===== config.mk =====
export PLATFORM = sky130hd
export DESIGN_NAME = bsc_ram
export DESIGN_NICKNAME = d
export VERILOG_FILES = /design/src/hw/rtl/bsc_ram.sv
export SDC_FILE = /design/constraint.sdc
export NUM_CORES = 1
export LEC_CHECK = 0
export BUFFER_PORTS_ARGS = -buffer_cell sky130_fd_sc_hd__buf_2
export CAP_MARGIN = 0
export CORE_MARGIN = 5
export CORE_UTILIZATION = 30
export CTS_BUF_LIST = sky130_fd_sc_hd__clkbuf_2
export DETAILED_ROUTE_END_ITERATION = 10
export GPL_TIMING_DRIVEN = 0
export PLACE_DENSITY = 0.53
export SLEW_MARGIN = 40
export SYNTH_ARGS = -nofsm -noshare
export SYNTH_HDL_FRONTEND = slang
export SYNTH_SLANG_ARGS = --single-unit

===== constraint.sdc =====
create_clock -name clk -period 1.85 [get_ports clk]
set_input_delay 0 -clock clk [delete_from_list [all_inputs] [get_ports clk]]
set_output_delay 0 -clock clk [all_outputs]
set_load 0.03 [all_outputs]

===== src/hw/rtl/bsc_ram.sv =====
// ============================================================================
// bsc_ram
// Generic single-write, single-read RAM with registered read data.
// ============================================================================
module bsc_ram #(
    parameter int W = 8,
    parameter int D = 32,
    localparam int AW = (D > 1) ? $clog2(D) : 1
) (
    input  logic          clk,
    input  logic          we,
    input  logic [AW-1:0] waddr,
    input  logic [W-1:0]  wdata,
    input  logic          re,
    input  logic [AW-1:0] raddr,
    output logic [W-1:0]  rdata
);

    logic [W-1:0] mem [D];
    logic [W-1:0] rdata_reg;

    always_ff @(posedge clk)
    begin
        if (we)
        begin
            mem[waddr] <= wdata;
        end
        if (re)
        begin
            rdata_reg <= mem[raddr];
        end
    end

    assign rdata = rdata_reg;

endmodule


Word-level counts from Yosys, hierarchy flattened:

Memory sizes are Yosys's and may differ from the RTL's. A register that Yosys moved wholly into a read port is not among the register bits.
Index checks and enable logic that the tools add are counted.

* register bits after elaboration: 0
* RAM bits: 256
* input port bits: 21
* output and inout port bits: 8
* word-level logic and storage cells: 3
* memories: 1

* multiplexer cells: 2

Memories
* mem: words 32, width 8, read ports 1, clocked after Yosys merged registers in 1, write ports 1, line 19 `logic [W-1:0] mem [D];`

Operators with widths (count)
* two-way mux 1 bit: 2

Longest topological paths before layout:

Gate-level depths: netlist (run 1).

* depth after elaboration: 2
* mapped depth: 5
* depth with buffers taken out: 3

Worst setup path after synthesis (run 1):

OpenSTA, ideal clock, no wires.

* kind: input port to flip-flop
* start: in raddr[2]
* end: reg rdata_reg[0] (netlist: rdata[0]), read port of mem (data pin)
* library setup time: 0.260 ns
* data arrival time: 1.682 ns
* required time: 1.590 ns
* path slack: -0.092 ns
* stages: 5
* buffers on the path: 2
* path through: clkbuf_1 -> clkbuf_1 -> mux4_2 -> mux4_2 -> mux2_2

RTL lines
* from (decl): line 15 `input logic [AW-1:0] raddr,`
* to (decl): line 20 `logic [W-1:0] rdata_reg;`

==> summary.md, run 1 <==
| Metric | Value |
|---|---|
| Status | complete, but fails checks |
| Violated checks | negative setup slack |
| Layout cell share with drive strength beyond 1 | 42.3% |
| Die ar. | around 38000 µm² |
| Worst-path maximum fanout | 1 |
| Pins Over Slew Limit | 0 |
| Worst vdd ir | 0.000336 V |
| Row cnt | 67 |
| Die W | 194 µm |
| Setup crit end kind | flip-flop |
| Mapped Nets | 438 |
| Antenna viol nets, final | 0 |
| Final WS setup | -0.159 ns |
| Max reg flops | 256 |
| Buffers on Ports | 23 |
| # DRC | 0 |
| 1st-iter DRT viols | 368 |
| Maximum clock insertion buffer count | 3 |
| YS warnings | 0 |
| Switching pwr | 2.64 mW |
| Pleak | 3.69 nW |
| Clk sinks | 264 |
| Worst Skew | 0.0401 ns |
| GRT overflow | 0 |
| Setup tns final | -1.01 ns |
| Antenna diode count | 0 |
| Largest net degree at the start of global routing | 33 |
| First-pass GRT wire length | 32100 µm |
| Die Ht | just under 200 µm |
| Number of global-route vias before repair | 5076 |
| Worst-Margin Slew | ~0.85 ns |
| Post-DP HPWL | ~14000 µm |
| RSZ-0062 raised after global routing | true |
| Synth-to-Final Area Change | 15.0% |
| Initial core utilization | 30.3% |
| Critical Path AT | 2.54 ns |
| # setup viols final | 8 |
| Power per Cell Area | 975 nW/µm² |
| Worst Path Required | around 2.4 ns |
| Fill count | 3134 |
| Hold Crit Class | in2reg |
| Routed wire length | 21200 µm |
| Cell count after synthesis | 417 |
| Final worst-path cycle share | 109% |
| Max-cap violations | 0 |
| Final Hold Fails | 0 |
| Footprint of the multi-input gates | ~2200 µm² |
| Comb power frac | 6.2% |
| Max Clk Rate | 498 MHz |
| I/O pin count | 29 |
| Core Region | around 33000 µm² |
| Cell variety after synth | 14 |
| Kind of critical path | reg2reg |
| Syn Area/Cell | 24.3 µm² |
| Final nets | 547 |
| DR WL/cell | 20.9 µm |
| GRT Total Usage | 11.4% |
| CTS tree | done |
| Clock Latency Late Sink | 0.77 ns |
| Finished Core Util | 34.8% |
| Sequential power share | between 50% and 60% |
| Clk slew on worst S/H paths | roughly 0.10 ns |
| Root buf cell | clkbuf_2 |
| Max-slew headroom | between 40% and 50% |
| TritonCTS Buffers | 68 |
| Tmin final | 2.01 ns |
| Sw frac | 23.3% |
| Drt pass-1 iters | 4 |
| Post-CTS setup repair buffer count | 0 |
| Clock share of power | 34.9% |
| H-tree Lvls | 3 |
| FF+latch count, synth | between 200 and 300 |
| Pint | slightly below 9 mW |
| Sequential cell area | 7930 µm² |
| Vias | between 4000 and 5000 |
| Post-DR vias/cell | about 4.6 |
| Initial antenna violation count | 0 |
| Cell Area, Synth | slightly above 10000 µm² |
| Crit start category | flip-flop |
| Seq/Total Area, Yosys | 78.2% |
| Routability cong. | 0.736 |
power groups by stage:
stage / registers (mW) / logic [mW] / clock network [mW]
global route: 6.69 / 0.761 / 4.46
detailed placement: 6.82 / 0.678 / 0
CTS: 6.69 / 0.721 / 4.13
floorplan: 6.85 / 0.356 / 0
finish: 6.68 / 0.709 / 3.97
global placement: 6.82 / 0.660 / 0
timing repair:
action / 4_1_cts / 5_1_grt
resized for setup: 7 / 0
pin swaps: 0 / 0
setup endpoints to repair: 8 / 8
hold buffers: 16 / 0
endpoints found under the hold margin: 510 / 0
cells by family (layout without fill, tap and decap cells):
kind of cell / Yosys count / count (layout) / synth area share [%]
buffers and inverters: 20 / 170 / 1.05
flip-flops: 264 / 264 / 78.2
multiplexers: 88 / 88 / 18.7
AND/OR/NAND/NOR: 45 / 45 / 2.05
stage by stage:
| step | power (mW) | cell area (µm²) | setup WS [ns] | hold slack, ns | cells |
|---|---|---|---|---|---|
| floorplan | 7.21 | 10100 | 0.0251 | 0.0989 | 417 |
| global placement | 7.48 | 10800 | -0.580 | 0.321 | 888 |
| detailed placement | 7.50 | 10800 | -0.608 | 0.340 | 888 |
| CTS | 11.5 | 11600 | -0.211 | 0.00941 | 1015 |
| global route | 11.9 | 11700 | -0.221 | 0.0237 | 1015 |
| finish | 11.4 | 11700 | -0.159 | 0.0369 | 1015 |
routing by layer:
metal,vias to the layer above,wire [µm],GRT usage [%]
li1,2040,-,-
met3,24,1040,2.87
met1,2512,9780,16.0
met2,121,10100,17.5
met5,-,0,0
met4,0,259,3.75
cells in the mapped netlist:
library cell,number,area share [%]
edfxtp_1,264,78
buf_2,1,0.049
nand2_1,1,0.037
buf_1,6,0.22
or3b_2,3,0.26
or3_1,1,0.062
buf_6,1,0.11
clkbuf_1,6,0.22
nand3b_1,5,0.37
mux4_2,80,18
mux2_2,8,0.89
nor2_1,33,1.2
nand3_1,2,0.099
buf_4,6,0.44
critical path, cell delays in order, from the launching register on:
cell and delay [ns]:
edfxtp_1 0.40, mux4_2 0.52, mux4_2 0.52, mux2_4 0.30
final cells by class:
class,instances,share of cell area (%)
timing repair buffer,39,2.36
multi-input combinational,133,18.5
tap,448,4.81
clock inverter,20,1.43
clock buffer,91,3.91
buffer,20,0.988
sequential,264,68.0
path summary, 6_finish.rpt:
check                                 from        end  slack [ns]  cells past startpoint
worst min register to register  mem[11][6]   rdata[6]        1.04                      3
worst max-delay path            mem[21][2]   rdata[2]       -0.16                      3
worst min-delay path              waddr[1]  mem[3][6]        0.04                      3
worst max register to register  mem[21][2]   rdata[2]       -0.16                      3
layout by cell type (no fill, tap or decap):
cell type and n:
bufinv_16 3, buf_1 2, or3b_2 3, mux2_4 7, nand2_1 1, clkinv_2 3
nor2_2 11, buf_2 27, clkinvlp_4 1, or3_1 1, buf_6 1, edfxtp_1 264
nor2_1 22, mux4_2 80, dlygate4sd3_1 16, buf_4 6, clkinv_4 1, nand3_1 2
clkbuf_2 95, mux2_2 1, clkinv_1 11, inv_2 1, clkbuf_1 3, nand3b_1 5
(Power assumes the default switching activity.)
==> inputs of run 2 (changes only) <==
--- a/config.mk
+++ b/config.mk
@@ -7,12 +7,13 @@
 export LEC_CHECK = 0
 export BUFFER_PORTS_ARGS = -buffer_cell sky130_fd_sc_hd__buf_2
 export CAP_MARGIN = 0
+export CORE_ASPECT_RATIO = 0.7
 export CORE_MARGIN = 5
 export CORE_UTILIZATION = 30
 export CTS_BUF_LIST = sky130_fd_sc_hd__clkbuf_2
 export DETAILED_ROUTE_END_ITERATION = 10
 export GPL_TIMING_DRIVEN = 0
-export PLACE_DENSITY = 0.53
+export PLACE_DENSITY = 0.51
 export SLEW_MARGIN = 40
 export SYNTH_ARGS = -nofsm -noshare
 export SYNTH_HDL_FRONTEND = slang
==> constraint.sdc (replaced) <==
create_clock -name clk -period 2.2 [get_ports clk]
set_input_delay 0 -clock clk [delete_from_list [all_inputs] [get_ports clk]]
set_output_delay 0 -clock clk [all_outputs]
set_load 0.03 [all_outputs]
==> run 2 against run 1 <==
Against the previous run:
- the run now ends clean
- fmax fell by 0.32%
- count of clock-buffer cells in the layout decreased by 2
- clock skew is 0.012 ns higher
- non-clock buffer count up 7
- sequential share of layout area grew 0.70 points
- critical path depth is the same
- power fell by 20%
- core utilization is 0.33 points lower
- worst setup slack improved by 0.34 ns
- worst hold slack better by 0.16 ns
==> summary.md, run 2 (synthesis gave the netlist of run 1 again) <==
| Metric | Value |
|---|---|
| GRT overflow | 0 (unchanged) |
| Pleak | 3.60 nW (-2.5%) |
| Setup tns final | 0 ns (+1.01 ns) |
| Drt pass-1 iters | 5 (+1) |
| Placed Instance Area | 10800 µm² (-0.22%) |
| WP buf/inv | 0 (unchanged) |
| Commonest non-fill, non-tap cells in the layout | 264 x edfxtp_1, 90 x clkbuf_2, 80 x mux4_2 |
| Hold depth | 2 (-1) |
| Clk sinks | 264 (unchanged) |
| Max-cap violations | 0 (unchanged) |
| Power per Cell Area | 788 nW/µm² (-19%) |
| Root buf cell | clkbuf_2 |
| CP top delay family | multiplexers |
| Clk slew on worst S/H paths | 0.12 ns (+0.02 ns) |
| Worst-Margin Slew | 0.880 ns (+0.0300 ns) |
| RR Startpoint | mem[14][6] |
| Sequential power share | 61.8% (+3.0 points) |
| Initial core utilization | 30.3% (about the same) |
| GRT Total Usage | 12.3% (+0.93 points) |
| Final instance area | 11500 µm² (-1.0%) |
| H-tree Lvls | 2 (-1) |
| Vias | 4832 (+2.9%) |
| Die Ht | 164 µm (-15%) |
| CP cell instances | mux4_2 -> mux4_2 -> mux2_2 |
| Tmin final | 2.02 ns (+0.00637 ns) |
| Most used cell, CP | mux4_2 |
| Hold Path End | mem[26][4] |
| CTS tree | done |
| Status | complete, no violations |
| Worst r2r dst | rdata[6] |
| Switching pwr | 2.19 mW (-17%) |
| Worst path max stage delay | 0.54 ns (+0.02 ns) |
| # DRC | 0 (unchanged) |
| Max-slew headroom | 41.1% (-2.0 points) |
| Worst Skew | 0.0525 ns (+0.0124 ns) |
| Largest net degree at the start of global routing | 33 (unchanged) |
| Pins Over Slew Limit | 0 (unchanged) |
| Reg2reg setup slack | 0.18 ns (+0.34 ns) |
| Most common cell after layout, fill and taps aside | edfxtp_1 |
| Clock Latency Late Sink | 0.89 ns (+0.12 ns) |
| Maximum clock insertion buffer count | 3 (unchanged) |
| 1st-iter DRT viols | 470 (+28%) |
| Sw frac | 24.0% (+0.77 points) |
| Worst vdd ir | 0.000397 V (+18%) |
| Antenna viol nets, final | 0 (unchanged) |
| Max Clk Rate | 496 MHz (-0.32%) |
| Critical Path AT | 2.60 ns (+0.06 ns) |
| Pre-CTS setup slack | -0.571 ns (+0.0377 ns) |
| RSZ-0062 raised after global routing | false |
| Comb power frac | 6.7% (+0.5 points) |
| TritonCTS Buffers | 60 (-12%) |
| Hold Crit Class | in2reg |
| Pwr Total | 9.09 mW (-20%) |
| Crit start category | flip-flop |
| CTS resizes | 0 (-7) |
| Layout cell share with drive strength beyond 1 | 40.7% (-1.6 points) |
| Number of global-route vias before repair | 4994 (-1.6%) |
| Post-DR vias/cell | 4.86 (+4.9%) |
| R2R depth | 3 (unchanged) |
| Final WS setup | 0.185 ns (+0.344 ns) |
| Final Hold Fails | 0 (unchanged) |
| CP max stage cell | mux4_2 |
| Max reg flops | 256 (unchanged) |
| Buffers on Ports | 23 (unchanged) |
| Antenna diode count | 0 (unchanged) |
| Synth-to-Final Area Change | 13.8% |
| First-pass GRT wire length | 33700 µm (+4.8%) |
| Final nets | 546 (-0.18%) |
| Die W | 230 µm (+19%) |
| Core Region | 33400 µm² (about the same) |
| # setup viols final | 0 (-8) |
| Pint | 6.91 mW (-21%) |
| Hold-fix buffers, CTS | 20 (+4) |
| I/O pin count | 29 (unchanged) |
| Routed wire length | 23000 µm (+8.6%) |
| Final worst-path cycle share | 91.6% (-17 points) |
| Setup crit end kind | flip-flop |
| Worst-path maximum fanout | 1 (unchanged) |
| Worst Path Required | 2.79 ns (+0.41 ns) |
| Clock share of power | 31.5% (-3.4 points) |
| DR WL/cell | 23.1 µm (+11%) |
| Worst hold start | wdata[4] |
| Kind of critical path | reg2reg |
| Initial antenna violation count | 3 (+3) |
| Die ar. | 37600 µm² (+0.16%) |
| Crit path launch | mem[14][6] |
| Row cnt | 56 (-16%) |
| Routability cong. | 0.782 (+6.2%) |
| Post-CTS setup repair buffer count | 0 (unchanged) |
| Post-DP HPWL | 15000 µm (+7.0%) |
[run 2: cell count changes in the layout (fill, tap and decap cells not counted), sizes merged]
cell | previous run | this run
clkinv | 15 | 6
dlygate4sd3 | 16 | 23
bufinv | 3 | 0
clkbuf | 98 | 96
clkinvlp | 1 | 0
inv | 1 | 2
[run 2: power by group through the flow]
| stage | Combinational, mW | Clock, mW | Sequential, mW |
|---|---|---|---|
| final | 0.606 | 2.87 | 5.62 |
| after global routing | 0.649 | 3.23 | 5.63 |
| after CTS | 0.613 | 2.99 | 5.62 |
| after detailed placement | 0.584 | 0 | 5.74 |
| after global placement | 0.572 | 0 | 5.73 |
| after floorplan | 0.298 | 0 | 5.76 |
[run 2: worst max-delay path by stage]
stage          slack, ns  endpoint  cells after the start
5_1_grt             0.12  rdata[1]                      3
4_1_cts             0.17  rdata[1]                      3
3_5_place_dp       -0.57  rdata[1]                      5
2_1_floorplan       0.26  rdata[0]                      5
3_3_place_gp       -0.55  rdata[0]                      5
6_report            0.18  rdata[6]                      3
[run 2: worst register-to-register path, cell delays in order, from the launching register on]
cell and delay, ns:
edfxtp_1 0.39, mux4_2 0.54, mux4_2 0.49, mux2_2 0.30
[run 2: final cells by class]
type,count,area (µm²)
fill,3079,21900
sequential,264,7930
multi-input combinational,133,2130
tap,435,544
clock buffer,89,445
timing repair buffer,46,345
buffer,20,108
clock inverter,8,30.0
[run 2: through the flow]
| step | hold slack [ns] | util [%] | instances |
|---|---|---|---|
| 3_5_place_dp | 0.332 | 32.3 | 875 |
| 2_1_floorplan | 0.0989 | - | 417 |
| 6_report | 0.199 | 34.5 | 995 |
| 5_1_grt | 0.139 | 34.5 | 995 |
| 4_1_cts | 0.0156 | 34.3 | 992 |
| 3_3_place_gp | 0.323 | 32.3 | 875 |
[run 2: metal layers]
metal  up-vias  global-route usage (%)  share of wire, %
met2       175                    17.9                44
met5         -                       0                 0
met4         0                    3.06               1.4
li1       2025                       -                 -
met3        36                    3.13               6.7
met1      2596                    18.6                47
