--- config.mk ---
export PLATFORM = sky130hd
export DESIGN_NAME = bsc_front
export DESIGN_NICKNAME = d
export VERILOG_FILES = /design/src/hw/rtl/bsc_pkg.sv /design/src/hw/rtl/bsc_front.sv
export SDC_FILE = /design/constraint.sdc
export NUM_CORES = 1
export LEC_CHECK = 0
export BUFFER_PORTS_ARGS = -buffer_cell sky130_fd_sc_hd__buf_2
export CAP_MARGIN = 20
export CORE_AREA = 3 3 62 64
export DETAILED_ROUTE_END_ITERATION = 16
export DIE_AREA = 0 0 65 67
export PLACE_DENSITY = 0.83
export SLEW_MARGIN = 0
export SYNTH_ARGS = -nofsm -noshare
export SYNTH_HDL_FRONTEND = slang
export SYNTH_SLANG_ARGS = --single-unit
export TNS_END_PERCENT = 1
--- constraint.sdc ---
create_clock -name clk -period 4.5 [get_ports clk]
set_input_delay 0.45 -clock clk [delete_from_list [all_inputs] [get_ports clk]]
set_output_delay 0.45 -clock clk [all_outputs]
set_load 0.1 [all_outputs]
--- src/hw/rtl/bsc_pkg.sv ---
// ============================================================================
// bsc_pkg
// Shared types, widths and helpers of the Bezier spline control point block.
// ============================================================================
package bsc_pkg;

    localparam int BSC_MAX_POINTS_DEF = 32;
    // Largest point count the block is ever built for; sets the segment field.
    localparam int BSC_MAX_POINTS_TOP = 33;
    localparam int BSC_SEG_W          = $clog2(BSC_MAX_POINTS_TOP);

    localparam int COORD_W = 32;
    localparam int IDX_W   = 6;
    localparam int CFRAC   = 20;
    localparam int GUARD   = 8;
    localparam int SOL_W   = 48;
    localparam int MAG_W   = 44;
    localparam int PIV_W   = 23;
    localparam int CW      = 21;
    localparam int QW      = 44;
    localparam int HALF_W  = MAG_W / 2;
    localparam int ACC_W   = MAG_W + CW;
    localparam int Q_W     = SOL_W + 1 - GUARD;

    localparam int BSC_JOBQ_DEPTH = 2;

    localparam logic [SOL_W-1:0] MAG_LIMIT = SOL_W'(1) << (MAG_W - 1);

    typedef struct packed {
        logic signed [COORD_W-1:0] point_x;
        logic signed [COORD_W-1:0] point_y;
        logic                      last_point;
    } bsc_point_t;

    typedef struct packed {
        logic signed [COORD_W-1:0] ctrl_x;
        logic signed [COORD_W-1:0] ctrl_y;
        logic [IDX_W-1:0]          ctrl_index;
        logic                      final_result;
        logic                      error_flag;
    } bsc_result_t;

    typedef struct packed {
        logic signed [COORD_W-1:0] x;
        logic signed [COORD_W-1:0] y;
    } bsc_pt_word_t;

    typedef struct packed {
        logic [CW-1:0]           c;
        logic signed [SOL_W-1:0] sx;
        logic signed [SOL_W-1:0] sy;
    } bsc_work_t;

    typedef struct packed {
        logic                 err;
        logic [BSC_SEG_W-1:0] segs;
    } bsc_job_t;

    typedef struct packed {
        logic signed [SOL_W-1:0] vx;
        logic signed [SOL_W-1:0] vy;
        logic                    sh9;
        logic [IDX_W-1:0]        idx;
        logic                    fin;
        logic                    err;
    } bsc_rnd_t;

    typedef enum logic [3:0] {
        ST_IDLE,
        ST_ERR,
        ST_F_RD0,
        ST_F_LD0,
        ST_F_RD,
        ST_F_LD,
        ST_F_PREP,
        ST_F_DIV,
        ST_F_WAIT,
        ST_B_RD,
        ST_B_MUL,
        ST_B_WR,
        ST_O_RD,
        ST_O_P1,
        ST_O_P2
    } bsc_state_t;

    // Magnitude of a solution value, clamped to 2^43.
    function automatic logic [MAG_W-1:0] mag_clamp(input logic signed [SOL_W-1:0] v);
        logic [SOL_W-1:0] m;
        m = v[SOL_W-1] ? -v : v;
        if (m > MAG_LIMIT)
        begin
            return MAG_LIMIT[MAG_W-1:0];
        end
        return m[MAG_W-1:0];
    endfunction

endpackage

--- src/hw/rtl/bsc_front.sv ---
// ============================================================================
// bsc_front
// Point loader: stores points, counts them and classifies the closing one.
// ============================================================================
module bsc_front import bsc_pkg::*; #(
    parameter int MAX_POINTS = BSC_MAX_POINTS_DEF,
    localparam int CNT_W = $clog2(MAX_POINTS + 1),
    localparam int AW = $clog2(MAX_POINTS)
) (
    input  logic                 clk,
    input  logic                 rst_n,
    input  logic                 accept,
    input  bsc_point_t           point,
    output logic                 pt_we,
    output logic [AW-1:0]        pt_waddr,
    output bsc_pt_word_t         pt_wdata,
    output logic                 job_push,
    output bsc_job_t             job
);

    logic [CNT_W-1:0] count_reg, count_next;
    logic             ovf_reg, ovf_next;
    logic             has_room;
    logic [CNT_W-1:0] n_total;

    assign has_room = count_reg < CNT_W'(MAX_POINTS);
    assign n_total  = has_room ? count_reg + CNT_W'(1) : count_reg;

    assign pt_we       = accept && has_room;
    assign pt_waddr    = count_reg[AW-1:0];
    assign pt_wdata.x  = point.point_x;
    assign pt_wdata.y  = point.point_y;

    // A closing point with too few or too many points becomes an error job.
    assign job_push = accept && point.last_point;
    assign job.err  = (n_total < CNT_W'(2)) || ovf_reg || !has_room;
    assign job.segs = BSC_SEG_W'(n_total - CNT_W'(1));

    always_comb
    begin
        count_next = count_reg;
        ovf_next   = ovf_reg;
        if (accept)
        begin
            if (point.last_point)
            begin
                count_next = '0;
                ovf_next   = 1'b0;
            end
            else if (has_room)
            begin
                count_next = count_reg + CNT_W'(1);
            end
            else
            begin
                ovf_next = 1'b1;
            end
        end
    end

    always_ff @(posedge clk or negedge rst_n)
    begin
        if (!rst_n)
        begin
            count_reg <= '0;
            ovf_reg   <= 1'b0;
        end
        else
        begin
            count_reg <= count_next;
            ovf_reg   <= ovf_next;
        end
    end

endmodule

After elaboration in Yosys (flattened, before gate mapping)
Cells that the tools add are included.
Widths: inputs -> output; s select.
{"block": "word_totals", "out_inout_bits": 78, "reg_bits": 7, "input_bits": 68, "word_cells": 17}
{"block": "classes", "magnitude_cmp": 2, "addsub": 2, "n_mux": 4, "n_reduce_logical": 6, "n_eq_ne": 1}
{"op": "$mux 6", "n": 2}
{"op": "$add 6x1->6 const B", "n": 1}
{"op": "$lt 6x2->1 const B", "n": 1}
{"op": "$lt 6x6->1 const B", "n": 1}
{"op": "$sub 6x1->6 const B", "n": 1}
{"op": "$logic_and 1x1->1", "n": 2}
{"op": "$logic_or 1x1->1", "n": 2}
{"op": "$mux 1", "n": 2}
{"op": "$ne 2x2->1 const B", "n": 1}
{"op": "$reduce_and 2->1", "n": 1}
{"op": "$logic_not 1->1", "n": 1}

Logic depth before layout (Yosys ltp)
Gate-level depths: netlist (run 1).
{"block": "logic_depth", "depth_word": 5, "depth_mapped": 5, "ltp_nobuf": 5}

Worst setup path before layout (run 1)
No wires, ideal clock.
{"block": "synth_path", "kind": "register to output", "from": "reg count_reg[5]", "to": "out job[4] (netlist bit)", "path_slack_ns": 0.062, "path_stages_with_launch": 6, "required_time_ns": 4.050, "n_path_buf": 1, "arrival_time_ns": 3.988, "path_cell_list": "dfrtp_1 > buf_2 > xor2_1 > ha_1 > nand3_1 > xor2_1"}
{"item": "from (decl)", "line_no": "bsc_front.sv:21", "source": "logic [CNT_W-1:0] count_reg, count_next;"}
{"item": "from (signal assigned)", "line_no": "bsc_front.sv:70", "source": "count_reg <= count_next;"}
{"item": "to (decl)", "line_no": "bsc_front.sv:18", "source": "output bsc_job_t job"}

==> reports/summary.md, run 1 <==
## Timing
- **worst rel slew slack** 67.43%
- **time the final worst path needs with I/O delays and setup** 2.700 ns
- **final max-slew violation count** 0
- **Worst Skew** 0.002379 ns
- **crit share post-route** 60.01%
- **FMAX** 370.3 MHz
- **worst-margin pin slew** 0.4919 ns
- **worst-case hold slack** 0.03249 ns
- **setup repair after global routing missed its margin** no
- **Total Neg Setup Slack** 0 ns
- **final setup vio count** 0
- **total count of hold-check failures in the final report** 0
- **fin worst setup slack** 1.800 ns

## Synth
- **net count after synthesis** 201
- **count leader, synth** sky130_fd_sc_hd__buf_4
- **Synth Instances** 131
- **number of distinct library cell variants in the gate-level netlist after synthesis** 32
- **number of warning messages in the yosys log** 0
- **mean instance size in the synthesized netlist** 8.462 um2
- **post-synthesis instance area** 1109 um2
- **top cell types by occurrence after synthesis** 70 x sky130_fd_sc_hd__buf_4, 8 x sky130_fd_sc_hd__nor2_1, 7 x sky130_fd_sc_hd__dfrtp_1
- **count of flip-flops with a built-in enable after synthesis** 0
- **proportion of synthesized flip-flops having asynchronous set or reset** 100.0%
- **sequential share of the synthesized area** 15.80%
- **area share of the largest cell type after synthesis** 47.40%
- **cell types with the largest area share after synthesis** sky130_fd_sc_hd__buf_4 47%, sky130_fd_sc_hd__dfrtp_1 16%, sky130_fd_sc_hd__xnor2_1 3.2%
- **top flip-flop cell by instance count after synthesis** sky130_fd_sc_hd__dfrtp_1
- **biggest area consumer among synthesized cells** sky130_fd_sc_hd__buf_4
- **register bit count reported by yosys** 7

## Detailed routing
- **post-detailed-route count of antenna-violating nets** 0
- **routed length per instance** 12.82 um
- **residual DRC count** 0
- **TritonRoute pass-1 iters** 4
- **First DRT Iteration DRCs** 35
- **total number of vias** 538
- **Total Routed Length** 1603 um
- **ratio of routed vias to standard cells** 4.304

## Layout
- **flip-flop count of the largest register after layout** 6
- **P&R area growth vs syn** -33.97%
- **final core area utilization** 21.93%
- **antenna cell count** 0
- **final layout net count** 150
- **fraction of final layout cells with drive strength greater than 1** 32.91%

## Worst setup path
- **worst reg-to-reg path cell count** 4
- **Worst Path Max Fanout** 9
- **startpoint kind of the worst setup timing path** flip-flop
- **CP Data Arrival Time** 2.25 ns
- **Worst Setup End Kind** primary output
- **type of the worst setup path** reg -> out
- **data required time of the worst path** 4.05 ns

## Global route
- **overflow left after global routing** 0
- **initial antenna violation count** 0
- **wire length of the first global-routing pass** 2559 um
- **number of global-route vias before repair** 526
- **largest net degree at the start of global routing** 16
- **total track usage** 7.632%

## Clock tree
- **Root Driver** sky130_fd_sc_hd__clkbuf_4
- **H-tree levels** 1
- **cts bufs inserted** 3
- **maximum root-to-sink buffer count** 2
- **Clock Pin Slew Worst Setup and Hold Paths** 0.05 ns
- **number of hold buffers added after CTS** 0
- **TritonCTS clock tree** built
- **post-cts gate resize count** 0
- **Clock Latency Late Sink** 0.24 ns
- **count of clock tree sinks** 7
- **buffers inserted by post-CTS timing repair** 0

## Die
- **height of the die** 67 um
- **I/O pin count** 146
- **number of core rows** 21
- **die outline width** 65 um
- **full die area** 4355 um2
- **CORE AREA** 3337 um2
- **initial standard-cell utilization of the core** 33.22%

## Power and ir drop
- **worst ir drop on vdd** 70.95 uV
- **power consumption** 0.3520 mW
- **standby leakage power** 0.3577 nW
- **pwr dens** 480.9 nW/um2

## Placement
- **worst setup timing slack at the placement stage** 2.045 ns
- **Port Buffer Count** 17
- **HPWL after detailed placement** 1287 um
- **final estimated routing congestion in global placement** 0.8142

## Run
- **count of max-cap constraint violations** 0

## Min path
- **class of the most critical hold timing path** in -> async

## Status
- **status** finished clean

[area by class of cell]
cell class | count | area [um2]
tap | 46 | 57.56
timing repair buffer | 17 | 85.08
clock buffer | 4 | 26.28
fill | 385 | 2605
inverter | 5 | 18.77
multi-input combinational | 46 | 369.1
sequential | 7 | 175.2
[cells in the final DEF (no fill, tap or decap), types with 3 or more instances in the layout]
cell and count:
sky130_fd_sc_hd__buf_2 17, sky130_fd_sc_hd__clkbuf_4 3, sky130_fd_sc_hd__dfrtp_1 7, sky130_fd_sc_hd__inv_1 5, sky130_fd_sc_hd__nor2_1 8, sky130_fd_sc_hd__o22ai_1 3, sky130_fd_sc_hd__xnor2_1 4, sky130_fd_sc_hd__xor2_1 3
[path summary, 6_finish.rpt]
path | startpoint | endpoint | slack [ns]
hold / removal | rst_n | count_reg[1]$_DFFE_PN0P_ | 0.03
setup / recovery | count_reg[0]$_DFFE_PN0P_ | job[4] | 1.80
max in group asynchronous | rst_n | count_reg[2]$_DFFE_PN0P_ | 4.31
setup reg to reg | count_reg[0]$_DFFE_PN0P_ | count_reg[4]$_DFFE_PN0P_ | 2.93
hold reg to reg | ovf_reg$_DFFE_PN0P_ | ovf_reg$_DFFE_PN0P_ | 0.52
min in group clk | ovf_reg$_DFFE_PN0P_ | ovf_reg$_DFFE_PN0P_ | 0.52
[where the power goes]
group	switching, mW	internal [mW]	leakage [nW]
clock	0.0217	0.0337	0.0150
sequential	0.00964	0.0663	0.0956
combinational	0.183	0.0378	0.247
[metrics by stage]
step | cells | area, um2
5_1_grt | 125 | 732.0
3_5_place_dp | 121 | 705.7
2_1_floorplan | 131 | 1109
6_report | 125 | 732.0
4_1_cts | 125 | 732.0
3_3_place_gp | 121 | 705.7
[cell families (layout without fill, tap and decap cells)]
logic type      Yosys count  after routing  synth area share (%)
buf+inv                  78             26                 50.90
mux                       1              1                0.9030
xor+xnor                  9              9                 9.482
flops                     7              7                 15.80
simple gates             22             22                 12.19
fa+ha+maj                 2              2                 2.257
compound gates           12             12                 8.465
[metal layers]
metal / track usage, % / vias to the layer above / wire length, um
met1: 7.576 / 241 / 568
met5: 0 / - / 0
met2: 10.47 / 24 / 703
met3: 4.890 / 20 / 228
li1: - / 253 / -
met4: 7.652 / 0 / 102
[critical path, stage by stage (launching register included)]
cell and delay (ns):
sky130_fd_sc_hd__dfrtp_1 0.50, sky130_fd_sc_hd__ha_1 0.40, sky130_fd_sc_hd__mux2i_1 0.22, sky130_fd_sc_hd__ha_1 0.23, sky130_fd_sc_hd__nand3_1 0.09, sky130_fd_sc_hd__xor2_1 0.13
sky130_fd_sc_hd__buf_2 0.44
Power figures use the tool's default switching activity.
==> inputs of run 2 (changes only) <==
- CORE_AREA: 3 3 62 64 -> 3 3 63 65
- DIE_AREA: 0 0 65 67 -> 0 0 66 68
- PLACE_DENSITY: 0.83 -> 0.8
- clock period: 4.5 -> 2.58 ns (I/O delays scaled with it)
==> run 2 against run 1 <==
  * Utilization increased by 3.5 points
  * Routed wire length increased by 24%
  * Power increased by 91%
  * Final area increased by 18%
  * Clock power increased by 77%
  * Largest cell class unchanged
  * Die area increased by 3.1%
  * Global-route usage increased by 1.1 points
==> reports/summary.md, run 2 (synthesis gave the netlist of run 1 again) <==
## Layout
- **antenna cell count** 0, unchanged
- **final layout net count** 154, +2.7%
- **post-route standard cell area excluding fillers** 862.1 um2, +18%
- **most used cells in the layout excluding fill and tap cells** 14 x sky130_fd_sc_hd__buf_2, 8 x sky130_fd_sc_hd__nor2_1, 7 x sky130_fd_sc_hd__dfrtp_1
- **flip-flop count of the largest register after layout** 6, unchanged
- **most common library cell in the layout ignoring fill and taps** sky130_fd_sc_hd__buf_2
- **final std cells w/o fill** 129, +3.2%
- **P&R area growth vs syn** -22.23%
- **fraction of final layout cells with drive strength greater than 1** 39.76%, +6.8 points
- **final core area utilization** 25.43%, +3.5 points

## Detailed routing
- **First DRT Iteration DRCs** 33, -5.7%
- **Total Routed Length** 1985 um, +24%
- **post-detailed-route count of antenna-violating nets** 0, unchanged
- **detailed-routed wire length on met3** 263 um, +15%
- **total number of vias** 596, +11%
- **routed length per instance** 15.39 um, +20%
- **ratio of routed vias to standard cells** 4.620, +7.3%
- **residual DRC count** 0, unchanged
- **Metal-1 WL** 666 um, +17%
- **TritonRoute pass-1 iters** 4, unchanged
- **met2 routed wirelength** 939 um, +34%
- **highest signal layer in the routed design** met4

## Worst setup path
- **startpoint kind of the worst setup timing path** flip-flop
- **Worst Path Max Fanout** 7, -2
- **launching instance or port of the critical path** count_reg[1]$_DFFE_PN0P_
- **cell at the slowest stage of the critical path** sky130_fd_sc_hd__dfrtp_1
- **biggest cell delay along the critical path** 0.49 ns, about the same
- **Worst R2R Setup Slack** 0.87 ns, -2.06 ns
- **endpoint of the most critical setup path** job[4]
- **critical path cell sequence** ha_1, nand4b_1, xnor2_4, buf_4, xor2_2, buf_12
- **data required time of the worst path** 2.32 ns, -1.73 ns
- **worst reg2reg path endpoint** count_reg[4]$_DFFE_PN0P_
- **type of the worst setup path** reg -> out
- **worst reg-to-reg path cell count** 5, +1
- **CP Data Arrival Time** 2.17 ns, -0.08 ns
- **critical register-to-register path startpoint** count_reg[1]$_DFFE_PN0P_
- **Worst Setup End Kind** primary output

## Timing
- **worst-margin pin slew** 0.5639 ns, +0.07199 ns
- **fin worst setup slack** 0.1492 ns, -1.651 ns
- **FMAX** 411.4 MHz
- **Worst Skew** 0.003906 ns, +0.001527 ns
- **setup repair after global routing missed its margin** no
- **time the final worst path needs with I/O delays and setup** 2.431 ns
- **worst-case hold slack** 0.3415 ns, +0.3091 ns
- **final max-slew violation count** 0, unchanged
- **crit share post-route** 94.22%
- **final setup vio count** 0, unchanged
- **Total Neg Setup Slack** 0 ns, unchanged
- **worst rel slew slack** 62.41%, -5.0 points
- **total count of hold-check failures in the final report** 0, unchanged

## Power and ir drop
- **worst ir drop on vdd** 273.7 uV, +290%
- **switching power** 0.3879 mW, +81%
- **switching share of power** 57.55%, -3.3 points
- **internal portion of total power** 0.2861 mW, +110%
- **standby leakage power** 0.4106 nW, +15%
- **clock share of power** 14.6%, -1.2 points
- **pwr dens** 781.8 nW/um2, +63%
- **share of total power in sequential cells** 19.0%, -2.6 points
- **proportion of power drawn by combinational gates** 66.4%, +3.7 points
- **power consumption** 0.6739 mW, +91%

## Global route
- **total track usage** 8.742%, +1.1 points
- **largest net degree at the start of global routing** 16, unchanged
- **initial antenna violation count** 0, unchanged
- **number of global-route vias before repair** 562, +6.8%
- **wire length of the first global-routing pass** 2904 um, +13%
- **overflow left after global routing** 0, unchanged

## Die
- **CORE AREA** 3390 um2, +1.6%
- **die outline width** 66 um, +1.5%
- **number of core rows** 21, unchanged
- **initial standard-cell utilization of the core** 32.71%, -0.52 points
- **I/O pin count** 146, unchanged
- **height of the die** 68 um, +1.5%
- **full die area** 4488 um2, +3.1%

## Placement
- **cell area reported after detailed placement** 799.5 um2, +13%
- **number of instances in the placed design** 122, +0.83%
- **HPWL after detailed placement** 1554 um, +21%
- **Port Buffer Count** 17, unchanged
- **final estimated routing congestion in global placement** 0.7834, -3.8%
- **worst setup timing slack at the placement stage** 0.4250 ns, -1.620 ns

## Clock tree
- **Clock Latency Late Sink** 0.25 ns, about the same
- **cts bufs inserted** 3, unchanged
- **H-tree levels** 1, unchanged
- **Clock Pin Slew Worst Setup and Hold Paths** 0.05 ns, about the same
- **count of clock tree sinks** 7, unchanged
- **Root Driver** sky130_fd_sc_hd__clkbuf_4
- **maximum root-to-sink buffer count** 2, unchanged
- **TritonCTS clock tree** built

## Run
- **count of max-cap constraint violations** 0, unchanged

## Min path
- **class of the most critical hold timing path** in -> reg

## Status
- **status** finished clean

[run 2: area by class of cell]
type,count,area (um2)
multi-input cells,46,421.7
repair buffers,21,162.7
well taps,46,57.56
flip-flops and latches,7,175.2
fillers,351,2527
inverters,5,18.77
clock buffers,4,26.28
[run 2: power groups by stage]
stage	clock, mW	sequential (mW)	combinational [mW]
after CTS	0.102	0.128	0.450
after global routing	0.108	0.129	0.464
after global placement	0	0.129	0.446
after detailed placement	0	0.130	0.448
after floorplan	0	0.125	0.834
final	0.0985	0.128	0.447
[run 2: how the worst min path moves through the flow]
stage,start,end,cells past startpoint
after CTS,accept,count_reg[1]$_DFFE_PN0P_,2
after global routing,accept,count_reg[1]$_DFFE_PN0P_,2
final,accept,count_reg[1]$_DFFE_PN0P_,2
after floorplan,rst_n,count_reg[0]$_DFFE_PN0P_,0
after detailed placement,rst_n,count_reg[4]$_DFFE_PN0P_,1
after global placement,rst_n,count_reg[5]$_DFFE_PN0P_,1
[run 2: timing repair]
action	in CTS	in global routing
endpoints found under the hold margin	7	0
resized for setup	0	1
hold buffers	1	0
endpoints found under the setup margin	0	1
buffers inserted	0	2
[run 2: worst max-delay path, delay by kind of cell (launching register included)]
kind,cells,cell delay [ns]
AND/OR/NAND/NOR,1,0.26
buffers and inverters,2,0.37
flip-flops,1,0.49
XOR/XNOR,2,0.48
adder cells (fa/ha/maj),1,0.32
[run 2: per-layer routing]
metal | up-vias | track usage [%]
li1 | 256 | -
met1 | 274 | 8.696
met2 | 44 | 12.77
met3 | 22 | 3.120
met4 | 0 | 11.17
met5 | - | 0
