File: config.mk
export PLATFORM = sky130hd
export DESIGN_NAME = bsc_queue
export DESIGN_NICKNAME = d
export VERILOG_FILES = /design/src/hw/rtl/bsc_pkg.sv /design/src/hw/rtl/bsc_queue.sv
export SDC_FILE = /design/constraint.sdc
export NUM_CORES = 1
export LEC_CHECK = 0
export ABC_CLOCK_PERIOD_IN_PS = 1540
export BUFFER_PORTS_ARGS = -buffer_cell sky130_fd_sc_hd__buf_2
export CAP_MARGIN = 20
export CORE_ASPECT_RATIO = 1.25
export CORE_UTILIZATION = 30
export CTS_BUF_LIST = sky130_fd_sc_hd__clkbuf_8
export DETAILED_ROUTE_END_ITERATION = 12
export GPL_ROUTABILITY_DRIVEN = 0
export HOLD_SLACK_MARGIN = 0.03
export PLACE_DENSITY = 0.52
export SLEW_MARGIN = 25
export SYNTH_ARGS = -nofsm -noshare
export SYNTH_HDL_FRONTEND = slang
export SYNTH_SLANG_ARGS = --single-unit
File: constraint.sdc
create_clock -name clk -period 1.54 [get_ports clk]
set_input_delay 0.308 -clock clk [delete_from_list [all_inputs] [get_ports clk]]
set_output_delay 0.308 -clock clk [all_outputs]
set_load 0.02 [all_outputs]
File: src/hw/rtl/bsc_pkg.sv
// ============================================================================
// bsc_pkg
// Shared types, widths and helpers of the Bezier spline control point block.
// ============================================================================
package bsc_pkg;

    localparam int BSC_MAX_POINTS_DEF = 32;
    // Largest point count the block is ever built for; sets the segment field.
    localparam int BSC_MAX_POINTS_TOP = 33;
    localparam int BSC_SEG_W          = $clog2(BSC_MAX_POINTS_TOP);

    localparam int COORD_W = 32;
    localparam int IDX_W   = 6;
    localparam int CFRAC   = 20;
    localparam int GUARD   = 8;
    localparam int SOL_W   = 48;
    localparam int MAG_W   = 44;
    localparam int PIV_W   = 23;
    localparam int CW      = 21;
    localparam int QW      = 44;
    localparam int HALF_W  = MAG_W / 2;
    localparam int ACC_W   = MAG_W + CW;
    localparam int Q_W     = SOL_W + 1 - GUARD;

    localparam int BSC_JOBQ_DEPTH = 2;

    localparam logic [SOL_W-1:0] MAG_LIMIT = SOL_W'(1) << (MAG_W - 1);

    typedef struct packed {
        logic signed [COORD_W-1:0] point_x;
        logic signed [COORD_W-1:0] point_y;
        logic                      last_point;
    } bsc_point_t;

    typedef struct packed {
        logic signed [COORD_W-1:0] ctrl_x;
        logic signed [COORD_W-1:0] ctrl_y;
        logic [IDX_W-1:0]          ctrl_index;
        logic                      final_result;
        logic                      error_flag;
    } bsc_result_t;

    typedef struct packed {
        logic signed [COORD_W-1:0] x;
        logic signed [COORD_W-1:0] y;
    } bsc_pt_word_t;

    typedef struct packed {
        logic [CW-1:0]           c;
        logic signed [SOL_W-1:0] sx;
        logic signed [SOL_W-1:0] sy;
    } bsc_work_t;

    typedef struct packed {
        logic                 err;
        logic [BSC_SEG_W-1:0] segs;
    } bsc_job_t;

    typedef struct packed {
        logic signed [SOL_W-1:0] vx;
        logic signed [SOL_W-1:0] vy;
        logic                    sh9;
        logic [IDX_W-1:0]        idx;
        logic                    fin;
        logic                    err;
    } bsc_rnd_t;

    typedef enum logic [3:0] {
        ST_IDLE,
        ST_ERR,
        ST_F_RD0,
        ST_F_LD0,
        ST_F_RD,
        ST_F_LD,
        ST_F_PREP,
        ST_F_DIV,
        ST_F_WAIT,
        ST_B_RD,
        ST_B_MUL,
        ST_B_WR,
        ST_O_RD,
        ST_O_P1,
        ST_O_P2
    } bsc_state_t;

    // Magnitude of a solution value, clamped to 2^43.
    function automatic logic [MAG_W-1:0] mag_clamp(input logic signed [SOL_W-1:0] v);
        logic [SOL_W-1:0] m;
        m = v[SOL_W-1] ? -v : v;
        if (m > MAG_LIMIT)
        begin
            return MAG_LIMIT[MAG_W-1:0];
        end
        return m[MAG_W-1:0];
    endfunction

endpackage

File: src/hw/rtl/bsc_queue.sv
// ============================================================================
// bsc_queue
// Short job queue between the point loader and the solver.
// ============================================================================
module bsc_queue import bsc_pkg::*; #(
    parameter int DEPTH = BSC_JOBQ_DEPTH,
    localparam int PW = (DEPTH > 1) ? $clog2(DEPTH) : 1
) (
    input  logic     clk,
    input  logic     rst_n,
    input  logic     push,
    input  bsc_job_t din,
    input  logic     pop,
    output logic     not_empty,
    output bsc_job_t dout
);

    bsc_job_t      entry_reg [DEPTH];
    logic [PW-1:0] wr_ptr_reg, rd_ptr_reg;
    logic [PW:0]   fill_reg;

    assign not_empty = fill_reg != '0;
    assign dout      = entry_reg[rd_ptr_reg];

    always_ff @(posedge clk)
    begin
        if (push)
        begin
            entry_reg[wr_ptr_reg] <= din;
        end
    end

    always_ff @(posedge clk or negedge rst_n)
    begin
        if (!rst_n)
        begin
            wr_ptr_reg <= '0;
            rd_ptr_reg <= '0;
            fill_reg   <= '0;
        end
        else
        begin
            if (push)
            begin
                wr_ptr_reg <= (wr_ptr_reg == PW'(DEPTH - 1)) ? '0 : wr_ptr_reg + PW'(1);
            end
            if (pop)
            begin
                rd_ptr_reg <= (rd_ptr_reg == PW'(DEPTH - 1)) ? '0 : rd_ptr_reg + PW'(1);
            end
            if (push && !pop)
            begin
                fill_reg <= fill_reg + (PW + 1)'(1);
            end
            else if (pop && !push)
            begin
                fill_reg <= fill_reg - (PW + 1)'(1);
            end
        end
    end

endmodule

After elaboration in Yosys (flattened, before gate mapping)
Memories as Yosys holds them, arrays and structs flattened. Index checks and enable logic that the tools add are counted.

Add/sub/neg operators: 4. $mul: 0. Divide/modulo/power cells: 0. $lt $le $gt $ge: 0. Equality and inequality tests: 0. Shift-type cells: 0. Multiplexer cells: 6. Bitwise logic cells: 0. Reductions and logical operators: 6.

Operators with widths (count): 2-to-1 mux 1 bit (4); 2-to-1 mux 2 bit (2); nonzero test 2 bit (2); adder 1 bit (second input constant) (2); adder 2 x 1 -> 2 bit (second input constant) (1); logical AND 1 bit (2); logical NOT 1 bit (2); subtractor 2 x 1 -> 2 bit (second input constant) (1).

Flip-flop bits (word level): 4. Bits in latches: 0. RAM bits: 14. Bits in read-only memories: 0. Input port bits: 11. Output and inout port bits: 8. Logic and storage cells: 20. Memories: 1.

Memory list: entry_reg (depth 2, bits a word 7, rd ports 1, clocked after memory_dff 0, wr ports 1, line bsc_queue.sv:18) `bsc_job_t entry_reg [DEPTH];`.

Logic depth before layout (Yosys ltp)
Gate-level depths: netlist (run 1).

Depth in word-level cells: 4. Mapped depth: 5. Gate-level depth less buffers: 5.

Least setup slack after synthesis (run 1)
Ideal clock, no wire load.

Path kind: flip-flop to output port. Start point: register rd_ptr_reg. End point: output dout[0] (netlist name). Arrival time: 0.821 ns. Required time: 1.232 ns. Setup slack: 0.411 ns. Cell stages (with the launch flop): 3. Buffers on the path: 1. Cells stage by stage: dfrtp_1 -> buf_6 -> mux2_4.

RTL lines: start: declaration (line bsc_queue.sv:19) `logic [PW-1:0] wr_ptr_reg, rd_ptr_reg;`; start signal: assignment (line bsc_queue.sv:49) `rd_ptr_reg <= (rd_ptr_reg == PW'(DEPTH - 1)) ? '0 : rd_ptr_reg + PW'(1);`; end: declaration (line bsc_queue.sv:15) `output bsc_job_t dout`.

==> impl_metrics.sql, run 1 <==
INSERT INTO impl_metrics (metric_group, metric, value, unit) VALUES
('clock_tree', 'cts-root-to-sink-buffers', '2', ''),
('detailed_routing', 'route.vias.total', '355', ''),
('sta', 'setup_ws', '0.0193', 'ns'),
('synthesis', 'synthMuxAreaShare', '14.6', '%'),
('global_route', 'grt_remaining_overflow', '0', ''),
('power_and_ir_drop', 'power_frac_clock', '18.5', '%'),
('detailed_routing', 'detail_route.drc_violations', '0', ''),
('place', 'pre_cts_slack', '0.124', 'ns'),
('cells_and_area', 'multi_input_comb_area', '184', 'um2'),
('floorplanning', 'fp-row-count', '19', ''),
('setup_path', 'worst_setup_path_end_kind', 'primary output', ''),
('power_and_ir_drop', 'power.switching_fraction', '29.5', '%'),
('detailed_routing', 'postRouteWirelength', '996', 'um'),
('global_route', 'number_of_antenna_violations_at_the_first_check_in_global_routing', '0', ''),
('clock_tree', 'cts.clk_slew.worst_paths', '0.06', 'ns'),
('sta', 'grt_setup_unrepaired', 'true', ''),
('synthesis', 'mappedNetlistArea', '719', 'um2'),
('setup_path', 'ff2ff_setup_slack', '0.50', 'ns'),
('setup_path', 'timing.critical_path.arrival', '1.21', 'ns'),
('floorplanning', 'floorplan.die_area', '0.00260', 'mm2'),
('synthesis', 'synthesized_instance_count', '37', ''),
('cells_and_area', 'antenna_fix_cells', '0', ''),
('flow_run', 'cap_viol_max_count', '0', ''),
('setup_path', 'startpoint_of_the_most_critical_setup_path', 'rd_ptr_reg', ''),
('synthesis', 'synthesis.area_per_instance', '19.4', 'um2'),
('setup_path', 'required', '1.23', 'ns'),
('power_and_ir_drop', 'cell_internal_pwr', '1.21', 'mW'),
('power_and_ir_drop', 'combinationalPowerShare', '36.7', '%'),
('setup_path', 'worstReg2RegEnd', 'entry_reg[1][4]', ''),
('global_route', 'first_global_vias', '380', ''),
('place', 'count_of_input_and_output_buffers', '18', ''),
('global_route', 'grt_pass1_wl', '1.63', 'mm'),
('sta', 'fmax', '0.658', 'GHz'),
('sta', 'timing.final.hold_violations', '0', ''),
('synthesis', 'synth.lib_cells_used.distinct', '12', ''),
('synthesis', 'synth.yosys.warnings', '0', ''),
('power_and_ir_drop', 'power_density', '1800', 'mW/mm2'),
('synthesis', 'ys_seq_elements', '18', ''),
('clock_tree', 'tritoncts', 'built', ''),
('detailed_routing', 'drt_first_pass_iters', '2', ''),
('detailed_routing', 'antenna_violating_nets_post_route', '0', ''),
('global_route', 'track_usage', '9.11', '%'),
('sta', 'worst_slew_margin_rel', '77.9', '%'),
('sta', 'holdWs', '0.247', 'ns'),
('synthesis', 'post_synthesis_compound_gate_area_fraction', '0', '%'),
('setup_path', 'sort_of_element_at_the_start_of_the_critical_path', 'flop', ''),
('detailed_routing', 'routed_wire_length_per_instance', '10.8', 'um'),
('hold_path', 'class_of_the_worst_hold_path', 'in2reg', ''),
('setup_path', 'timing.rr.start', 'wr_ptr_reg', ''),
('sta', 'final-max-slew-violation-count', '0', ''),
('setup_path', 'reg2regPathDepth', '1', ''),
('power_and_ir_drop', 'total_power', '1.71', 'mW'),
('power_and_ir_drop', 'leakage', '0.403', 'nW'),
('sta', 'finalClockSkew', '0.00466', 'ns'),
('detailed_routing', 'vias_per_cell', '3.86', ''),
('synthesis', 'synth-adder-area-share', '1.74', '%'),
('power_and_ir_drop', 'total_switching_power', '0.505', 'mW'),
('outcome', 'outcome', 'finished, final reports clean', ''),
('cells_and_area', 'area_growth_syn_to_layout', '32.3', '%'),
('power_and_ir_drop', 'max-vdd-ir-drop', '0.758', 'mV'),
('synthesis', 'yosysSeqAreaShare', '72.3', '%'),
('sta', 'setup_tns', '0', 'ns'),
('synthesis', 'postSynthNetCount', '49', ''),
('clock_tree', 'num_cts_buffers', '3', ''),
('power_and_ir_drop', 'seqPwrFrac', '44.8', '%'),
('floorplanning', 'ioPinCount', '19', ''),
('synthesis', 'post_synthesis_share_of_cell_area_spent_on_xor_and_xnor_gates', '6.09', '%'),
('cells_and_area', 'final.fill_count', '229', ''),
('global_route', 'grt_start_max_net_pins', '11', ''),
('sta', 'report.final.setup_viol', '0', ''),
('cells_and_area', 'layout-drive-gt1-share', '50.8', '%');
kinds of logic after synthesis:
kind of cell / after synthesis
DFF: 18
muxes: 7
xor gates and xnor gates: 5
and+or+nand+nor: 4
buffers and inverters: 2
adders and majority gates: 1
power groups by stage:
stage	clock network, mW	logic, mW	registers, mW
2_1_floorplan	0	0.443	0.717
3_3_place_gp	0	0.503	0.774
3_5_place_dp	0	0.508	0.778
4_1_cts	0.331	0.640	0.769
5_1_grt	0.351	0.675	0.783
6_report	0.318	0.629	0.767
critical path, cell delays in order (launching register included):
cell	delay, ns
dfrtp_2	0.50
mux2_4	0.33
buf_6	0.13
cell usage in the layout (no fill, tap or decap), drive strengths merged, types with 2 or more instances in the layout:
master and count:
buf 20, edfxtp 14, mux2 7, xor2 4, dfrtp 4, clkbuf 3, inv 2
synth_stat cells (all sizes together):
cell    number  area, um2
mux2         7        105
nor2b        1       6.26
nor2         1       3.75
and2         1       6.26
inv          1       3.75
dfrtp        4        100
or2          1       6.26
xnor2        1       8.76
xor2         4       35.0
edfxtp      14        420
buf          1       11.3
ha           1       12.5
final cells by class:
| cell class | instances | area share, % |
|---|---|---|
| clock buffer | 3 | 4.34 |
| timing repair buffer | 21 | 16.7 |
| multi-input combinational | 17 | 19.3 |
| sequential | 18 | 54.8 |
| tap | 31 | 4.07 |
| inverter | 1 | 0.394 |
| clock inverter | 1 | 0.394 |
metrics by stage:
step / instance area (um2) / std cells
2_1_floorplan: 719 / 37
3_3_place_gp: 845 / 86
3_5_place_dp: 845 / 86
4_1_cts: 952 / 92
5_1_grt: 952 / 92
6_report: 952 / 92
timing repair:
| item | in CTS | in global routing |
|---|---|---|
| resized for setup | 15 | 0 |
| pin swaps | 0 | 0 |
| endpoints found under the setup margin | 7 | 7 |
| buffers inserted | 1 | 0 |
| hold endpoints to repair | 4 | 0 |
| hold buffers | 1 | 0 |
layer usage:
metal / up-vias / share of wire [%] / track usage (%)
met5: - / 0 / 0
met2: 10 / 54 / 13.5
met1: 165 / 42 / 10.9
met3: 2 / 3.1 / 1.93
li1: 178 / - / -
met4: 0 / 0.80 / 7.56
worst min path at each step:
| stage | start | to | cells after the start |
|---|---|---|---|
| after floorplan | rst_n | fill_reg[0] | 0 |
| after global placement | rst_n | fill_reg[1] | 1 |
| after detailed placement | rst_n | fill_reg[1] | 1 |
| after CTS | din[1] | entry_reg[1][1] | 1 |
| after global routing | din[1] | entry_reg[0][1] | 1 |
| final | pop | rd_ptr_reg | 2 |
Note: power is estimated with default switching activity, not from simulation.
==> run 2, diff against run 1 <==
--- a/config.mk
+++ b/config.mk
@@ -9,12 +9,13 @@
 export BUFFER_PORTS_ARGS = -buffer_cell sky130_fd_sc_hd__buf_2
 export CAP_MARGIN = 20
 export CORE_ASPECT_RATIO = 1.25
+export CORE_MARGIN = 10
 export CORE_UTILIZATION = 30
 export CTS_BUF_LIST = sky130_fd_sc_hd__clkbuf_8
 export DETAILED_ROUTE_END_ITERATION = 12
 export GPL_ROUTABILITY_DRIVEN = 0
 export HOLD_SLACK_MARGIN = 0.03
-export PLACE_DENSITY = 0.52
+export PLACE_DENSITY = 0.53
 export SLEW_MARGIN = 25
 export SYNTH_ARGS = -nofsm -noshare
 export SYNTH_HDL_FRONTEND = slang
==> run 2 against run 1 <==
Against the previous run:
- cell area fell by 0.39%
- first-iteration DRC count rose to 3.0 times the previous value
- die area up 83%
- sequential cell count is the same
- register-to-register slack got worse by 0.02 ns
- sequential share of layout area increased by 0.22 points
- total power is 0.31% higher
- critical path type unchanged
- clock skew down 0.0037 ns
- combinational power is 2% higher
- sequential power barely moved
==> impl_metrics.sql, run 2 (same netlist as run 1, synthesis figures left out) <==
INSERT INTO impl_metrics (metric_group, metric, value, unit) VALUES
('outcome', 'outcome', 'finished, final reports clean', ''),
('setup_path', 'worst_setup_path_end_kind', 'primary output', ''),
('floorplanning', 'fp-row-count', '19', ''),
('global_route', 'grt_pass1_wl', '1.99', 'mm'),
('power_and_ir_drop', 'max-vdd-ir-drop', '0.788', 'mV'),
('global_route', 'grt_start_max_net_pins', '10', ''),
('flow_run', 'cap_viol_max_count', '0', ''),
('cells_and_area', 'finish.net_count', '74', ''),
('cells_and_area', 'commonest_cells_after_routing_fill_and_taps_aside', 'edfxtp_1 (14), buf_2 (11), mux2_4 (7), buf_6 (7), xor2_1 (4)', ''),
('floorplanning', 'ioPinCount', '19', ''),
('sta', 'fmax', '0.657', 'GHz'),
('clock_tree', 'cts-root-to-sink-buffers', '2', ''),
('power_and_ir_drop', 'leakage', '0.397', 'nW'),
('clock_tree', 'cts.clk_slew.worst_paths', '0.06', 'ns'),
('detailed_routing', 'detail_route.drc_violations', '0', ''),
('cells_and_area', 'area_growth_syn_to_layout', '31.8', '%'),
('sta', 'holdWs', '0.249', 'ns'),
('floorplanning', 'core_area', '0.00223', 'mm2'),
('cells_and_area', 'final-instance-count-excl-fill', '91', ''),
('setup_path', 'timing.critical_path.arrival', '1.21', 'ns'),
('setup_path', 'cp_slowest_stage_delay', '0.50', 'ns'),
('cells_and_area', 'largest_register_ff_count', '14', ''),
('global_route', 'grt_remaining_overflow', '0', ''),
('sta', 'timing_worst_slew_pin_value', '0.358', 'ns'),
('setup_path', 'required', '1.23', 'ns'),
('setup_path', 'sort_of_element_at_the_start_of_the_critical_path', 'flop', ''),
('floorplanning', 'die_w', '63.8', 'um'),
('place', 'dp_cells', '86', ''),
('hold_path', 'class_of_the_worst_hold_path', 'in2reg', ''),
('power_and_ir_drop', 'total_power', '1.72', 'mW'),
('cells_and_area', 'antenna_fix_cells', '0', ''),
('setup_path', 'sequence_of_cells_on_the_critical_path', 'mux2_4 > buf_6', ''),
('clock_tree', 'insertion_delay', '0.24', 'ns'),
('detailed_routing', 'routed_wire_length_per_instance', '12.9', 'um'),
('clock_tree', 'clock_tree.root_cell', 'clkbuf_8', ''),
('clock_tree', 'htree_num_levels', '1', ''),
('detailed_routing', 'antenna_violating_nets_post_route', '0', ''),
('detailed_routing', 'drt_first_pass_iters', '4', ''),
('sta', 'timing.final.hold_violations', '0', ''),
('sta', 'final-max-slew-violation-count', '0', ''),
('clock_tree', 'cts_sinks', '18', ''),
('setup_path', 'timing.critical_path.slowest_stage_cell', 'dfrtp_2', ''),
('floorplanning', 'die_height', '74.8', 'um'),
('sta', 'grt_setup_unrepaired', 'true', ''),
('sta', 'report.final.setup_viol', '0', ''),
('sta', 'finalClockSkew', '0.000985', 'ns'),
('global_route', 'first_global_vias', '456', ''),
('cells_and_area', 'final_core_util', '42.4', '%'),
('global_route', 'track_usage', '5.44', '%'),
('sta', 'finalWorstPathRequiredPeriod', '1.52', 'ns'),
('place', 'postPlaceCellArea', '845', 'um2'),
('setup_path', 'worstPathMaxFanout', '8', ''),
('floorplanning', 'floorplan.die_area', '0.00477', 'mm2'),
('place', 'count_of_input_and_output_buffers', '18', ''),
('detailed_routing', 'vias_per_cell', '3.95', ''),
('detailed_routing', 'dr.first_iter.drc_count', '6', ''),
('cells_and_area', 'layout-drive-gt1-share', '51.7', '%'),
('clock_tree', 'num_cts_buffers', '3', ''),
('sta', 'worst_slew_margin_rel', '76.1', '%'),
('global_route', 'number_of_antenna_violations_at_the_first_check_in_global_routing', '0', ''),
('floorplanning', 'initial_utilization', '32.2', '%'),
('detailed_routing', 'route.vias.total', '359', ''),
('cells_and_area', 'layout.cells.most_common', 'edfxtp_1', ''),
('clock_tree', 'tritoncts', 'built', ''),
('cells_and_area', 'final_area', '948', 'um2'),
('detailed_routing', 'postRouteWirelength', '1.18', 'mm'),
('setup_path', 'path_class', 'reg2out', ''),
('power_and_ir_drop', 'power_density', '1810', 'mW/mm2'),
('sta', 'final_min_period_over_clock_period', '98.8', '%');
-- run 2: changes by cell type in the layout (fill, tap and decap cells not counted) --
cell   delta
inv_1     -1
-- run 2: layout make-up --
| type | instances | area [um2] |
|---|---|---|
| Timing Repair Buffer | 21 | 159 |
| Tap cell | 31 | 38.8 |
| Sequential cell | 18 | 522 |
| Multi-Input combinational cell | 17 | 184 |
| Clock buffer | 3 | 41.3 |
| Fill cell | 221 | 1290 |
| Inverter | 1 | 3.75 |
-- run 2: stage by stage --
stage | TNS, ns | setup slack (ns)
floorplan | 0 | 0.411
finish | 0 | 0.0188
detailed placement | 0 | 0.108
global placement | 0 | 0.131
CTS | -0.000389 | -0.000389
global route | -0.252 | -0.0396
-- run 2: per-layer routing --
metal | up-vias | GRT usage (%) | share of wire, %
met5 | - | 0 | 0
met4 | 0 | 3.65 | 0.51
met3 | 2 | 2.67 | 7.6
met2 | 13 | 9.19 | 53
met1 | 165 | 5.20 | 39
li1 | 179 | - | -
-- run 2: worst paths after layout --
kind	from	endpoint	slack, ns	cells past startpoint
min reg2reg	fill_reg[1]	fill_reg[1]	0.46	1
max	rd_ptr_reg	dout[2]	0.02	2
max in group asynchronous	rst_n	rd_ptr_reg	1.01	2
min in group asynchronous	rst_n	wr_ptr_reg	0.39	2
min	din[0]	entry_reg[0][0]	0.25	1
max reg2reg	wr_ptr_reg	entry_reg[1][5]	0.48	1
-- run 2: repair_timing --
action / 4_1_cts / 5_1_grt
cloned: 0 / 0
setup buffers: 1 / 0
gates resized for setup: 15 / 0
endpoints found under the setup margin: 7 / 7
hold buffers: 1 / 0
hold endpoints to repair: 4 / 0
-- run 2: critical path: cells and delay by family, from the launching register on --
family                 cells  cell delay (ns)
buffers and inverters      1             0.13
DFF                        1             0.50
muxes                      1             0.33
-- run 2: where the power goes --
| group | internal [mW] | switching (mW) |
|---|---|---|
| clock | 0.173 | 0.141 |
| combinational | 0.366 | 0.274 |
| sequential | 0.667 | 0.0990 |
